## src/rtl/rcdc_pkg.sv

```systemverilog
// ----------------------------------------------------------------------------
// rcdc_pkg
// shared widths, status codes, register indexes and structs of the deframer
// ----------------------------------------------------------------------------
package rcdc_pkg;

    localparam int BYTE_W    = 8;
    localparam int WORD_W    = 16;
    localparam int CHAN_W    = 4;
    localparam int POS_W     = 6;
    localparam int CFG_IDX_W = 2;

    // all-ones word: checksum base and idle counter ceiling
    localparam logic [WORD_W-1:0] WORD_ONES = 16'hFFFF;

    // input item kinds
    localparam logic OP_BYTE = 1'b0;
    localparam logic OP_TICK = 1'b1;

    // configuration register indexes
    localparam logic [CFG_IDX_W-1:0] CFG_HEADER_FIRST  = 2'd0;
    localparam logic [CFG_IDX_W-1:0] CFG_HEADER_SECOND = 2'd1;
    localparam logic [CFG_IDX_W-1:0] CFG_LOST_TICKS    = 2'd2;

    typedef enum logic [1:0] {
        ST_OK       = 2'd0,
        ST_BAD_CSUM = 2'd1,
        ST_HDR_ERR  = 2'd2,
        ST_LOST     = 2'd3
    } t_status;

    typedef struct packed {
        logic [BYTE_W-1:0] header_first;
        logic [BYTE_W-1:0] header_second;
        logic [WORD_W-1:0] lost_comm_ticks;
    } t_cfg;

    // command passed from the front to the back
    typedef struct packed {
        t_status status;
        logic    bank;
    } t_cmd;

    // channel store read request from the back
    typedef struct packed {
        logic              bank;
        logic [CHAN_W-1:0] idx;
    } t_rd_req;

endpackage

```

## src/rtl/rc_frame_deframer_checksum.sv

```systemverilog
// ----------------------------------------------------------------------------
// rc_frame_deframer_checksum
// byte-serial rc frame deframer with additive checksum and link loss report
// ----------------------------------------------------------------------------
// throughput: one input item per cycle while full is low; results leave at one per cycle while pop is held
// a result passes the command queue and then the output register before it reaches the output ports
// a closed frame gives NUM_CHANNELS results in channel order from the result walk
// full rises when the two-entry command queue is full, or when both channel banks
// hold unread frames and the frame position is inside the channel bytes
// reset: synchronous active low; clears framing, counters and queue, loads register defaults
// ----------------------------------------------------------------------------
module rc_frame_deframer_checksum
    import rcdc_pkg::*;
#(
    parameter int NUM_CHANNELS = 14
) (
    input  logic                 i_clk,
    input  logic                 i_rst_n,
    input  logic                 push,
    output logic                 full,
    input  logic                 i_opcode,
    input  logic [BYTE_W-1:0]    i_rx_byte,
    output logic                 empty,
    input  logic                 pop,
    output logic [1:0]           o_status,
    output logic [CHAN_W-1:0]    o_channel_index,
    output logic [WORD_W-1:0]    o_channel_value,
    output logic                 o_last,
    input  logic                 i_cfg_valid,
    output logic                 o_cfg_ready,
    input  logic [CFG_IDX_W-1:0] i_cfg_index,
    input  logic [WORD_W-1:0]    i_cfg_data
);

    t_cfg          r_cfg;
    logic          cmd_push;
    t_cmd          cmd_in;
    logic          cmd_full;
    logic          cmd_valid;
    t_cmd          cmd_head;
    logic          cmd_pop;
    logic          release_bank;
    t_rd_req       rd_req;
    logic [WORD_W-1:0] rd_data;

    assign o_cfg_ready = 1'b1;

    // configuration registers
    always_ff @(posedge i_clk) begin
        if (!i_rst_n) begin
            r_cfg.header_first    <= 8'd32;
            r_cfg.header_second   <= 8'd64;
            r_cfg.lost_comm_ticks <= 16'd20;
        end else if (i_cfg_valid) begin
            unique case (i_cfg_index)
                CFG_HEADER_FIRST:  r_cfg.header_first    <= i_cfg_data[BYTE_W-1:0];
                CFG_HEADER_SECOND: r_cfg.header_second   <= i_cfg_data[BYTE_W-1:0];
                CFG_LOST_TICKS:    r_cfg.lost_comm_ticks <= i_cfg_data;
                default:           r_cfg <= r_cfg;
            endcase
        end
    end

    // framing front
    rcdc_front #(
        .NUM_CHANNELS (NUM_CHANNELS)
    ) u_front (
        .i_clk      (i_clk),
        .i_rst_n    (i_rst_n),
        .i_cfg      (r_cfg),
        .i_push     (push),
        .i_opcode   (i_opcode),
        .i_rx_byte  (i_rx_byte),
        .o_full     (full),
        .o_cmd_push (cmd_push),
        .o_cmd      (cmd_in),
        .i_cmd_full (cmd_full),
        .i_release  (release_bank),
        .i_rd       (rd_req),
        .o_rd_data  (rd_data)
    );

    // command queue
    rcdc_cmd_queue u_queue (
        .i_clk   (i_clk),
        .i_rst_n (i_rst_n),
        .i_push  (cmd_push),
        .i_cmd   (cmd_in),
        .o_full  (cmd_full),
        .i_pop   (cmd_pop),
        .o_valid (cmd_valid),
        .o_head  (cmd_head)
    );

    // result back end
    rcdc_back #(
        .NUM_CHANNELS (NUM_CHANNELS)
    ) u_back (
        .i_clk           (i_clk),
        .i_rst_n         (i_rst_n),
        .i_head_valid    (cmd_valid),
        .i_head          (cmd_head),
        .o_head_pop      (cmd_pop),
        .o_release       (release_bank),
        .o_rd            (rd_req),
        .i_rd_data       (rd_data),
        .o_empty         (empty),
        .i_pop           (pop),
        .o_status        (o_status),
        .o_channel_index (o_channel_index),
        .o_channel_value (o_channel_value),
        .o_last          (o_last)
    );

endmodule

```

## src/rtl/rcdc_cmd_queue.sv

```systemverilog
// ----------------------------------------------------------------------------
// rcdc_cmd_queue
// two-entry command queue between the front and the back
// ----------------------------------------------------------------------------
module rcdc_cmd_queue
    import rcdc_pkg::*;
(
    input  logic i_clk,
    input  logic i_rst_n,
    input  logic i_push,
    input  t_cmd i_cmd,
    output logic o_full,
    input  logic i_pop,
    output logic o_valid,
    output t_cmd o_head
);

    t_cmd       r_slot [2];
    logic       r_wptr;
    logic       r_rptr;
    logic [1:0] r_count;

    assign o_full  = (r_count == 2'd2);
    assign o_valid = (r_count != 2'd0);
    assign o_head  = r_slot[r_rptr];

    // pointers and fill count
    always_ff @(posedge i_clk) begin
        if (!i_rst_n) begin
            r_wptr  <= 1'b0;
            r_rptr  <= 1'b0;
            r_count <= 2'd0;
        end else begin
            if (i_push) begin
                r_wptr <= ~r_wptr;
            end
            if (i_pop) begin
                r_rptr <= ~r_rptr;
            end
            case ({i_push, i_pop})
                2'b10:   r_count <= r_count + 2'd1;
                2'b01:   r_count <= r_count - 2'd1;
                default: r_count <= r_count;
            endcase
        end
    end

    // entry storage
    always_ff @(posedge i_clk) begin
        if (i_push) begin
            r_slot[r_wptr] <= i_cmd;
        end
    end

endmodule

```

## src/rtl/rcdc_front.sv

```systemverilog
// ----------------------------------------------------------------------------
// rcdc_front
// byte framing, running checksum, channel capture and idle tick counting
// ----------------------------------------------------------------------------
module rcdc_front
    import rcdc_pkg::*;
#(
    parameter int NUM_CHANNELS = 14
) (
    input  logic              i_clk,
    input  logic              i_rst_n,
    input  t_cfg              i_cfg,
    input  logic              i_push,
    input  logic              i_opcode,
    input  logic [BYTE_W-1:0] i_rx_byte,
    output logic              o_full,
    output logic              o_cmd_push,
    output t_cmd              o_cmd,
    input  logic              i_cmd_full,
    input  logic              i_release,
    input  t_rd_req           i_rd,
    output logic [WORD_W-1:0] o_rd_data
);

    localparam int CSUM_POS = 2 + 2 * NUM_CHANNELS;
    localparam int CH_W     = (NUM_CHANNELS > 1) ? $clog2(NUM_CHANNELS) : 1;

    localparam logic [POS_W-1:0] POS_HUNT = POS_W'(0);
    localparam logic [POS_W-1:0] POS_HDR2 = POS_W'(1);
    localparam logic [POS_W-1:0] POS_DATA = POS_W'(2);
    localparam logic [POS_W-1:0] POS_CSUM = POS_W'(CSUM_POS);

    logic [POS_W-1:0]  r_pos,      n_pos;
    logic [WORD_W-1:0] r_sum,      n_sum;
    logic [BYTE_W-1:0] r_low,      n_low;
    logic [WORD_W-1:0] r_idle,     n_idle;
    logic              r_lost_rep, n_lost_rep;
    logic              r_wbank,    n_wbank;
    logic [1:0]        r_busy,     n_busy;
    logic [WORD_W-1:0] r_store [2][NUM_CHANNELS];

    logic              accept;
    logic              store_we;
    logic              frame_done;
    logic [POS_W-1:0]  rel;
    logic [CH_W-1:0]   wr_idx;
    logic [WORD_W-1:0] recv_word;
    logic [WORD_W-1:0] calc_word;
    logic [WORD_W-1:0] idle_inc;

    // command queue full, or both banks held by unread frames: stall before overwriting a channel word
    assign o_full = i_cmd_full ||
                    ((r_busy == 2'd2) && (r_pos >= POS_DATA) && (r_pos < POS_CSUM));
    assign accept = i_push && !o_full;

    assign rel       = r_pos - POS_DATA;
    assign wr_idx    = rel[CH_W:1];
    assign recv_word = {i_rx_byte, r_low};
    assign calc_word = WORD_ONES - r_sum;
    assign idle_inc  = (r_idle == WORD_ONES) ? r_idle : (r_idle + WORD_W'(1));

    assign o_rd_data = r_store[i_rd.bank][i_rd.idx[CH_W-1:0]];

    // per-item framing and tick handling
    always_comb begin
        n_pos      = r_pos;
        n_sum      = r_sum;
        n_low      = r_low;
        n_idle     = r_idle;
        n_lost_rep = r_lost_rep;
        n_wbank    = r_wbank;
        store_we   = 1'b0;
        frame_done = 1'b0;
        o_cmd_push = 1'b0;
        o_cmd      = '{status: ST_OK, bank: r_wbank};
        if (accept) begin
            if (i_opcode == OP_TICK) begin
                n_idle = idle_inc;
                if ((idle_inc >= i_cfg.lost_comm_ticks) && !r_lost_rep) begin
                    n_lost_rep   = 1'b1;
                    o_cmd_push   = 1'b1;
                    o_cmd.status = ST_LOST;
                end
            end else if (r_pos == POS_HUNT) begin
                if (i_rx_byte == i_cfg.header_first) begin
                    n_sum = WORD_W'(i_rx_byte);
                    n_pos = POS_HDR2;
                end
            end else if (r_pos == POS_HDR2) begin
                if (i_rx_byte == i_cfg.header_second) begin
                    n_sum = r_sum + WORD_W'(i_rx_byte);
                    n_pos = POS_DATA;
                end else begin
                    n_pos        = POS_HUNT;
                    o_cmd_push   = 1'b1;
                    o_cmd.status = ST_HDR_ERR;
                end
            end else if (r_pos < POS_CSUM) begin
                n_sum = r_sum + WORD_W'(i_rx_byte);
                if (!rel[0]) begin
                    n_low = i_rx_byte;
                end else begin
                    store_we = 1'b1;
                end
                n_pos = r_pos + POS_W'(1);
            end else if (r_pos == POS_CSUM) begin
                n_low = i_rx_byte;
                n_pos = r_pos + POS_W'(1);
            end else begin
                // checksum high byte closes the frame
                frame_done   = 1'b1;
                o_cmd_push   = 1'b1;
                o_cmd.status = (calc_word == recv_word) ? ST_OK : ST_BAD_CSUM;
                n_wbank      = ~r_wbank;
                n_pos        = POS_HUNT;
                n_sum        = '0;
                n_idle       = '0;
                n_lost_rep   = 1'b0;
            end
        end
    end

    // count of banks waiting on the back
    always_comb begin
        case ({frame_done, i_release})
            2'b10:   n_busy = r_busy + 2'd1;
            2'b01:   n_busy = r_busy - 2'd1;
            default: n_busy = r_busy;
        endcase
    end

    // control state
    always_ff @(posedge i_clk) begin
        if (!i_rst_n) begin
            r_pos      <= POS_HUNT;
            r_sum      <= '0;
            r_low      <= '0;
            r_idle     <= '0;
            r_lost_rep <= 1'b0;
            r_wbank    <= 1'b0;
            r_busy     <= 2'd0;
        end else begin
            r_pos      <= n_pos;
            r_sum      <= n_sum;
            r_low      <= n_low;
            r_idle     <= n_idle;
            r_lost_rep <= n_lost_rep;
            r_wbank    <= n_wbank;
            r_busy     <= n_busy;
        end
    end

    // channel word banks
    always_ff @(posedge i_clk) begin
        if (store_we) begin
            r_store[r_wbank][wr_idx] <= recv_word;
        end
    end

endmodule

```

## src/rtl/rcdc_back.sv

```systemverilog
// ----------------------------------------------------------------------------
// rcdc_back
// expands queued commands into result transactions through an output register
// ----------------------------------------------------------------------------
module rcdc_back
    import rcdc_pkg::*;
#(
    parameter int NUM_CHANNELS = 14
) (
    input  logic              i_clk,
    input  logic              i_rst_n,
    input  logic              i_head_valid,
    input  t_cmd              i_head,
    output logic              o_head_pop,
    output logic              o_release,
    output t_rd_req           o_rd,
    input  logic [WORD_W-1:0] i_rd_data,
    output logic              o_empty,
    input  logic              i_pop,
    output logic [1:0]        o_status,
    output logic [CHAN_W-1:0] o_channel_index,
    output logic [WORD_W-1:0] o_channel_value,
    output logic              o_last
);

    localparam logic [CHAN_W-1:0] LAST_CH = CHAN_W'(NUM_CHANNELS - 1);

    logic [CHAN_W-1:0] r_k;
    logic              r_out_valid;
    t_status           r_status;
    logic [CHAN_W-1:0] r_idx;
    logic [WORD_W-1:0] r_value;
    logic              r_last;

    logic load;
    logic is_frame;
    logic res_last;

    assign is_frame   = (i_head.status == ST_OK) || (i_head.status == ST_BAD_CSUM);
    assign res_last   = !is_frame || (r_k == LAST_CH);
    assign load       = i_head_valid && (!r_out_valid || i_pop);
    assign o_head_pop = load && res_last;
    assign o_release  = o_head_pop && is_frame;

    assign o_rd = '{bank: i_head.bank, idx: r_k};

    assign o_empty         = !r_out_valid;
    assign o_status        = r_status;
    assign o_channel_index = r_idx;
    assign o_channel_value = r_value;
    assign o_last          = r_last;

    // channel walk and output valid
    always_ff @(posedge i_clk) begin
        if (!i_rst_n) begin
            r_k         <= '0;
            r_out_valid <= 1'b0;
        end else begin
            if (load) begin
                r_k         <= res_last ? '0 : (r_k + CHAN_W'(1));
                r_out_valid <= 1'b1;
            end else if (i_pop) begin
                r_out_valid <= 1'b0;
            end
        end
    end

    // result payload
    always_ff @(posedge i_clk) begin
        if (load) begin
            r_status <= i_head.status;
            r_idx    <= is_frame ? r_k : '0;
            r_value  <= is_frame ? i_rd_data : '0;
            r_last   <= res_last;
        end
    end

endmodule

```

## config.mk

```make
export PLATFORM = sky130hd
export DESIGN_NAME = rc_frame_deframer_checksum
export DESIGN_NICKNAME = d
export VERILOG_FILES = /design/src/rtl/rcdc_pkg.sv /design/src/rtl/rc_frame_deframer_checksum.sv /design/src/rtl/rcdc_cmd_queue.sv /design/src/rtl/rcdc_front.sv /design/src/rtl/rcdc_back.sv
export SDC_FILE = /design/constraint.sdc
export NUM_CORES = 1
export LEC_CHECK = 0
export BUFFER_PORTS_ARGS = -buffer_cell sky130_fd_sc_hd__clkbuf_2
export CORE_ASPECT_RATIO = 1.1
export CORE_MARGIN = 2
export CORE_UTILIZATION = 50
export CTS_CLUSTER_DIAMETER = 200
export CTS_CLUSTER_SIZE = 30
export DETAILED_ROUTE_END_ITERATION = 16
export GPL_ROUTABILITY_DRIVEN = 0
export PLACE_DENSITY_LB_ADDON = 0.08
export SLEW_MARGIN = 30
export SYNTH_ARGS = -nofsm -noshare
export SYNTH_HDL_FRONTEND = slang
export SYNTH_SLANG_ARGS = --single-unit
```

## constraint.sdc

```tcl
create_clock -name i_clk -period 4.7 [get_ports i_clk]
set_input_delay 0.235 -clock i_clk [delete_from_list [all_inputs] [get_ports i_clk]]
set_output_delay 0.235 -clock i_clk [all_outputs]
set_load 0.01 [all_outputs]
```

# ---- After elaboration in Yosys (flattened, before gate mapping)
# Memory sizes are Yosys's and may differ from the RTL's. A register that Yosys moved wholly into a read port is not among the register bits.
# Cells that the tools add are included.
dict set report word_totals {
  ram_bits 454
  elab_cells 174
  memories 2
  register_bits 114
  inputBits 32
  output_inout_bits 26
}
dict set report classes {
  eq_ne 25
  muxes 69
  n_reduce_logical 33
  n_addsub 10
  order_cmp 6
  bitwise_logic 10
}
# memory depth width read_ports rd_clocked_by_memory_dff write_ports line
set mem_list {}
lappend mem_list {u_front.r_store 2 224 1 0 1 rcdc_front.sv:40} ;# logic [WORD_W-1:0] r_store [2][NUM_CHANNELS];
lappend mem_list {u_queue.r_slot 2 3 1 1 1 rcdc_cmd_queue.sv:18} ;# t_cmd r_slot [2];
# operator n
set op_table {}
lappend op_table {{16-bit 2-to-1 mux} 14}
lappend op_table {{224-bit 2-to-1 mux} 1}
lappend op_table {{16-bit binary-select mux with 4-bit select} 1}
lappend op_table {{16-bit demux with 4-bit select} 1}
lappend op_table {{1-bit 2-to-1 mux} 32}
lappend op_table {{6-bit 2-to-1 mux} 5}
lappend op_table {{8-bit 2-to-1 mux} 3}
lappend op_table {{2-bit 2-to-1 mux} 9}
lappend op_table {{6-bit AND reduction} 3}
lappend op_table {{16-bit by 1-bit adder with 16-bit output, second input constant} 1}
lappend op_table {{16-bit by 8-bit adder with 16-bit output} 1}
lappend op_table {{16-bit == test} 1}
lappend op_table {{16-bit == test, second input constant} 1}
lappend op_table {{8-bit == test} 2}
lappend op_table {{16-bit >= comparator} 1}
lappend op_table {{16-bit subtractor, first input constant} 1}
lappend op_table {{2-bit != test, second input constant} 6}
lappend op_table {{2-bit == test, second input constant} 5}
lappend op_table {{5-bit >= comparator, second input constant} 2}
lappend op_table {{4-bit NOT with 5-bit output} 2}
lappend op_table {{5-bit AND reduction} 2}
lappend op_table {{2-bit nonzero test} 5}
lappend op_table {{2-bit by 1-bit == test with 1-bit output, second input constant} 4}
lappend op_table {{1-bit logical AND} 8}
lappend op_table {{23 further kinds} 42}

# ---- Depth between registers and ports, before layout
dict set report depth {
  ltp_word 9
  depth_mapped 17
  mapped_depth_nobuf 17
}

# ---- Hierarchy
# A second synthesis with hierarchy kept.
dict set report unflattened {
  cells_unflattened 1455
  area_unflattened_um2 23994.3
}
# module area_each_um2 seq_area_each_um2 cells_each instances
set by_module_without_submodules {}
lappend by_module_without_submodules {rcdc_front 21164.0 14453.9 1211 1}
lappend by_module_without_submodules {rc_frame_deframer_checksum 1260.0 640.6 130 1}
lappend by_module_without_submodules {rcdc_back 1137.3 790.8 83 1}
lappend by_module_without_submodules {rcdc_cmd_queue 432.9 280.3 31 1}

# ---- Worst setup path before layout
# Ideal clock, no wire load.
dict set report synth_path {
  path_type {register to register}
  start {register u_front.r_idle[4]}
  end {register u_queue.r_count[1]}
  setup_slack_ps 706
  synth_period_minus_slack_ps 3994
  required_time_ps 4624
  path_buffers 1
  arrival_time_ps 3919
  stages_incl_launch_ff 17
  setup_ps 76
  path_cell_list {dfxtp_1 > and3_1 > nand4_1 > nor3_1 > clkbuf_1 > nor3b_1 > xor2_1 > ha_1 > o211ai_1 > a2111oi_0 > o21a_1 > o31ai_1 > a21o_1 > a221o_1 > ha_1 > or3_1 > a21boi_0}
}
dict set report synth_via {
  elab_chain_cells 9
  word_cells_on_any_way 12
  cone_classes {add/sub: 1; order compare: 1; eq/ne: 3; mux: 5; reduce/logical: 2}
}
# item line
set synth_lines {}
lappend synth_lines {{from (decl)} rcdc_front.sv:36} ;# logic [WORD_W-1:0] r_idle, n_idle;
lappend synth_lines {{from (signal assigned)} rcdc_front.sv:146} ;# r_idle <= n_idle;
lappend synth_lines {{16-bit by 1-bit adder with 16-bit output or 16-bit == test (tied branches)} rcdc_front.sv:60} ;# assign idle_inc = (r_idle == WORD_ONES) ? r_idle : (r_idle + WORD_W'(1));
lappend synth_lines {{16-bit 2-to-1 mux *} rcdc_front.sv:60}
lappend synth_lines {{16-bit >= comparator *} rcdc_front.sv:79} ;# if ((idle_inc >= i_cfg.lost_comm_ticks) && !r_lost_rep) begin
lappend synth_lines {{1-bit logical AND *} rcdc_front.sv:79}
lappend synth_lines {{1-bit 2-to-1 mux *} rcdc_front.sv:79}
lappend synth_lines {{1-bit 2-to-1 mux *} rcdc_front.sv:77} ;# if (i_opcode == OP_TICK) begin
lappend synth_lines {{1-bit 2-to-1 mux *} rcdc_front.sv:76} ;# if (accept) begin
lappend synth_lines {{2-bit by 1-bit == test with 1-bit output or 2-bit == test (tied branches)} rcdc_cmd_queue.sv:40} ;# case ({i_push, i_pop})
lappend synth_lines {{2-bit one-hot mux with 2 select lines or 2-bit nonzero test (tied branches)} --}
lappend synth_lines {{to (signal assigned)} rcdc_cmd_queue.sv:41} ;# 2'b10: r_count <= r_count + 2'd1;
lappend synth_lines {{to (signal assigned)} rcdc_cmd_queue.sv:42} ;# 2'b01: r_count <= r_count - 2'd1;
lappend synth_lines {{to (signal assigned)} rcdc_cmd_queue.sv:43} ;# default: r_count <= r_count;
lappend synth_lines {{to (decl)} rcdc_cmd_queue.sv:21} ;# logic [1:0] r_count;
# Every way passes the cells marked *; elsewhere a longest branch is shown, timed or not.
# A chain may end at the register's enable or synchronous reset.

# ---- Worst setup path after layout
dict set report layout_path {
  start {register u_front.r_idle[5]}
  end {register u_queue.r_count[1]}
}
# Same word-level chain as after synthesis.

==> flow_summary.json <==
{
  "status": "finished clean",
  "finalHoldViolCount": 0,
  "cts_buffers": 22,
  "synthTopCellsByCount": "edfxtp_1 (477), mux4_2 (112), nand2_1 (106)",
  "peakVddDrop_v": 0.0002508,
  "cts_sinks": 569,
  "cts_root_buf": "clkbuf_16",
  "slew_headroom": 0.3731,
  "yosysWarningCount": 0,
  "nets": 1624,
  "coreArea_um2": 46730,
  "area_growth_syn_to_layout_pct": 9.000,
  "p_switching_mw": 2.213,
  "end_kind": "register",
  "syn_area_per_cell_um2": 16.00,
  "min_path_type": "input port to register",
  "tightest_slew_ps": 920.6,
  "clock_skew_ps": 23.46,
  "ant_nets": 0,
  "syn_nets": 1547,
  "wl_per_cell_um": 24.74,
  "async_reset_ff_frac": 0,
  "p_clk_frac": 0.260,
  "max_cap_violations": 0,
  "die_width_um": 211.5,
  "p_per_area_nw_per_um2": 357.3,
  "dp_hpwl_mm": 33.67,
  "yosys.area.top_type": "edfxtp_1",
  "rsz0062_at_grt": "false",
  "setup_viol": 0,
  "fin_util": 0.5526,
  "critPathKind": "register to register",
  "yosys.area.top_type_share": 0.6046,
  "die_h_um": 232.3,
  "synthCells": 1481,
  "nFillCells": 3764,
  "fin_cells": 2170,
  "drive_gt1_frac": 0.1855,
  "path_clk_slew_ps": 120,
  "netlist_area_um2": 23690,
  "critPathArrivalTime_ps": 4900,
  "grt_antenna_before_repair": 2,
  "setup_ws_ps": 308.8,
  "drtIter0Drc": 1085,
  "seqPwrFrac": 0.609,
  "cp.required_ps": 5210,
  "clk-insertion-delay-late_ps": 570,
  "cts_tree": "built",
  "synth.most_common_cell": "edfxtp_1",
  "sw_frac_of_total": 0.2399,
  "startpoint_type": "register",
  "fin_crit_ps": 4391,
  "worstPathMaxFanout": 6,
  "synth_cell_types": 65,
  "final_area_um2": 25820,
  "drv_slew": 0,
  "period_share": 0.9343,
  "gr-total-overflow": 0,
  "worst_hold_slack_ps": 68.92,
  "fmax_mhz": 227.7,
  "combPwrFrac": 0.131,
  "h-tree-depth": 1,
  "synthTopCellsByArea": "edfxtp_1 (60%), mux4_2 (11%), dfxtp_1 (7.8%), mux2i_1 (1.8%), ha_1 (1.7%)",
  "std_cell_rows": 83,
  "firstDrtPassIters": 5,
  "p_leak_nw": 8.909,
  "drc": 0,
  "via_per_inst": 5.911,
  "path_cells": "and3_1 > nand4_1 > or3_4 > nor2_1 > nand3_1 > o21a_1 > ha_1 > nand4_1 > a2111oi_2 > o21a_1 > o31ai_1 > a21o_1 > a221o_1 > ha_1 > or3_1 > a21boi_0",
  "grt.total_usage": 0.2218,
  "cp_slowest_cell": "or3_4",
  "vias": 12830,
  "fin_setup_tns_ps": 0,
  "io_buffers": 56,
  "critPathMaxStageDelay_ps": 430,
  "grt_max_degree": 74,
  "synth_edf_count": 477,
  "p_int_mw": 7.012,
  "place_ws_ps": 221.0,
  "wl_mm": 53.68,
  "clk_path_buf_depth": 3,
  "initial_core_util": 0.5069,
  "place_inst": 2110,
  "yosys_register_bits": 569,
  "synth_top_flop_cell": "edfxtp_1",
  "ioPinCount": 58,
  "first_global_vias": 12790,
  "die-area_um2": 49140,
  "placed_cell_area_um2": 24960,
  "grt_pass1_wl_mm": 80.36,
  "ys_seq_area_frac": 0.6824,
  "power.total_mw": 9.225
}
[power groups by stage]
| stage | registers [mW] | logic, mW | clock network, mW |
|---|---|---|---|
| global placement | 5.79 | 1.14 | 0 |
| floorplan | 5.68 | 0.842 | 0 |
| finish | 5.62 | 1.21 | 2.40 |
| global route | 5.64 | 1.30 | 2.61 |
| CTS | 5.63 | 1.23 | 2.47 |
| detailed placement | 5.74 | 1.21 | 0 |
[cells in the final DEF (no fill, tap or decap), drive strengths merged, types with 4 or more instances in the layout]
cell type	n
a211oi	17
a21boi	22
a21o	5
a21oi	31
a221o	8
a221oi	6
a22o	4
a32o	11
and2	12
and3	14
buf	61
clkbuf	96
dfxtp	92
dlygate4sd3	17
edfxtp	477
ha	33
inv	30
mux2	7
mux2i	43
mux4	112
nand2	107
nand2b	12
nand3	18
nand3b	5
nand4	13
nor2	78
nor2b	36
nor3	20
nor3b	6
nor4	18
o21a	4
o21ai	43
o221ai	5
o22ai	5
or3	11
xnor2	39
xor2	23
[worst max-delay path: cells and delay by family, from the launching register on]
family                   cells  cell delay [ps]
flip-flops                   1              410
AND/OR/NAND/NOR              7             1750
adder cells (fa/ha/maj)      2              670
AO/OA/AOI/OAI                7             1520
[final cells by class]
cell class / count / area [um^2] / area share
Antenna cell: 1 / 2.502 / 0.00009691
Clock buffer: 40 / 639.4 / 0.02476
Multi-Input combinational cell: 801 / 7173 / 0.2778
Inverter: 30 / 112.6 / 0.004361
Tap cell: 595 / 744.5 / 0.02883
Sequential cell: 569 / 16170 / 0.6263
Timing Repair Buffer: 134 / 978.4 / 0.03789
[worst paths after layout]
path              slack (ps)         startpoint                  to  cells after the start
hold reg to reg          470          r_cfg[11]           r_cfg[11]                      2
setup reg to reg         310  u_front.r_idle[5]  u_queue.r_count[1]                     16
hold / removal            70                pop  u_back.r_out_valid                      3
setup / recovery         310  u_front.r_idle[5]  u_queue.r_count[1]                     16
[logic make-up after synthesis]
group	share of synthesized area
adder cells (fa/ha/maj)	0.01827
buffers and inverters	0.01854
other	0.0001583
multiplexers	0.1280
flip-flops	0.6824
XOR/XNOR	0.02292
AND/OR/NAND/NOR	0.07737
AO/OA/AOI/OAI	0.05239
[what timing repair did]
action	in CTS	in global routing
setup endpoints to repair	0	1
hold buffers	17	0
endpoints found under the hold margin	32	0
gates resized for setup	0	7
setup buffers	0	1
[metal layers]
layer,routed length [um],share of wire,global-route usage
met5,0,0,0
met4,1416,0.026,0.06140
met3,2005,0.037,0.02583
met2,26990,0.50,0.3820
met1,23270,0.43,0.3002
[flip-flops by register name (all words and copies together), names as in the netlist, 4 cells and up, named ones only]
name / count
r_cfg: 32
u_back.o_channel_index: 4
u_back.o_channel_value: 16
u_back.r_k: 4
u_front.r_idle: 16
u_front.r_low: 8
u_front.r_pos: 6
u_front.r_store: 448
u_front.r_sum: 16
u_queue.r_slot: 6
Note: power is estimated with default switching activity, not from simulation.
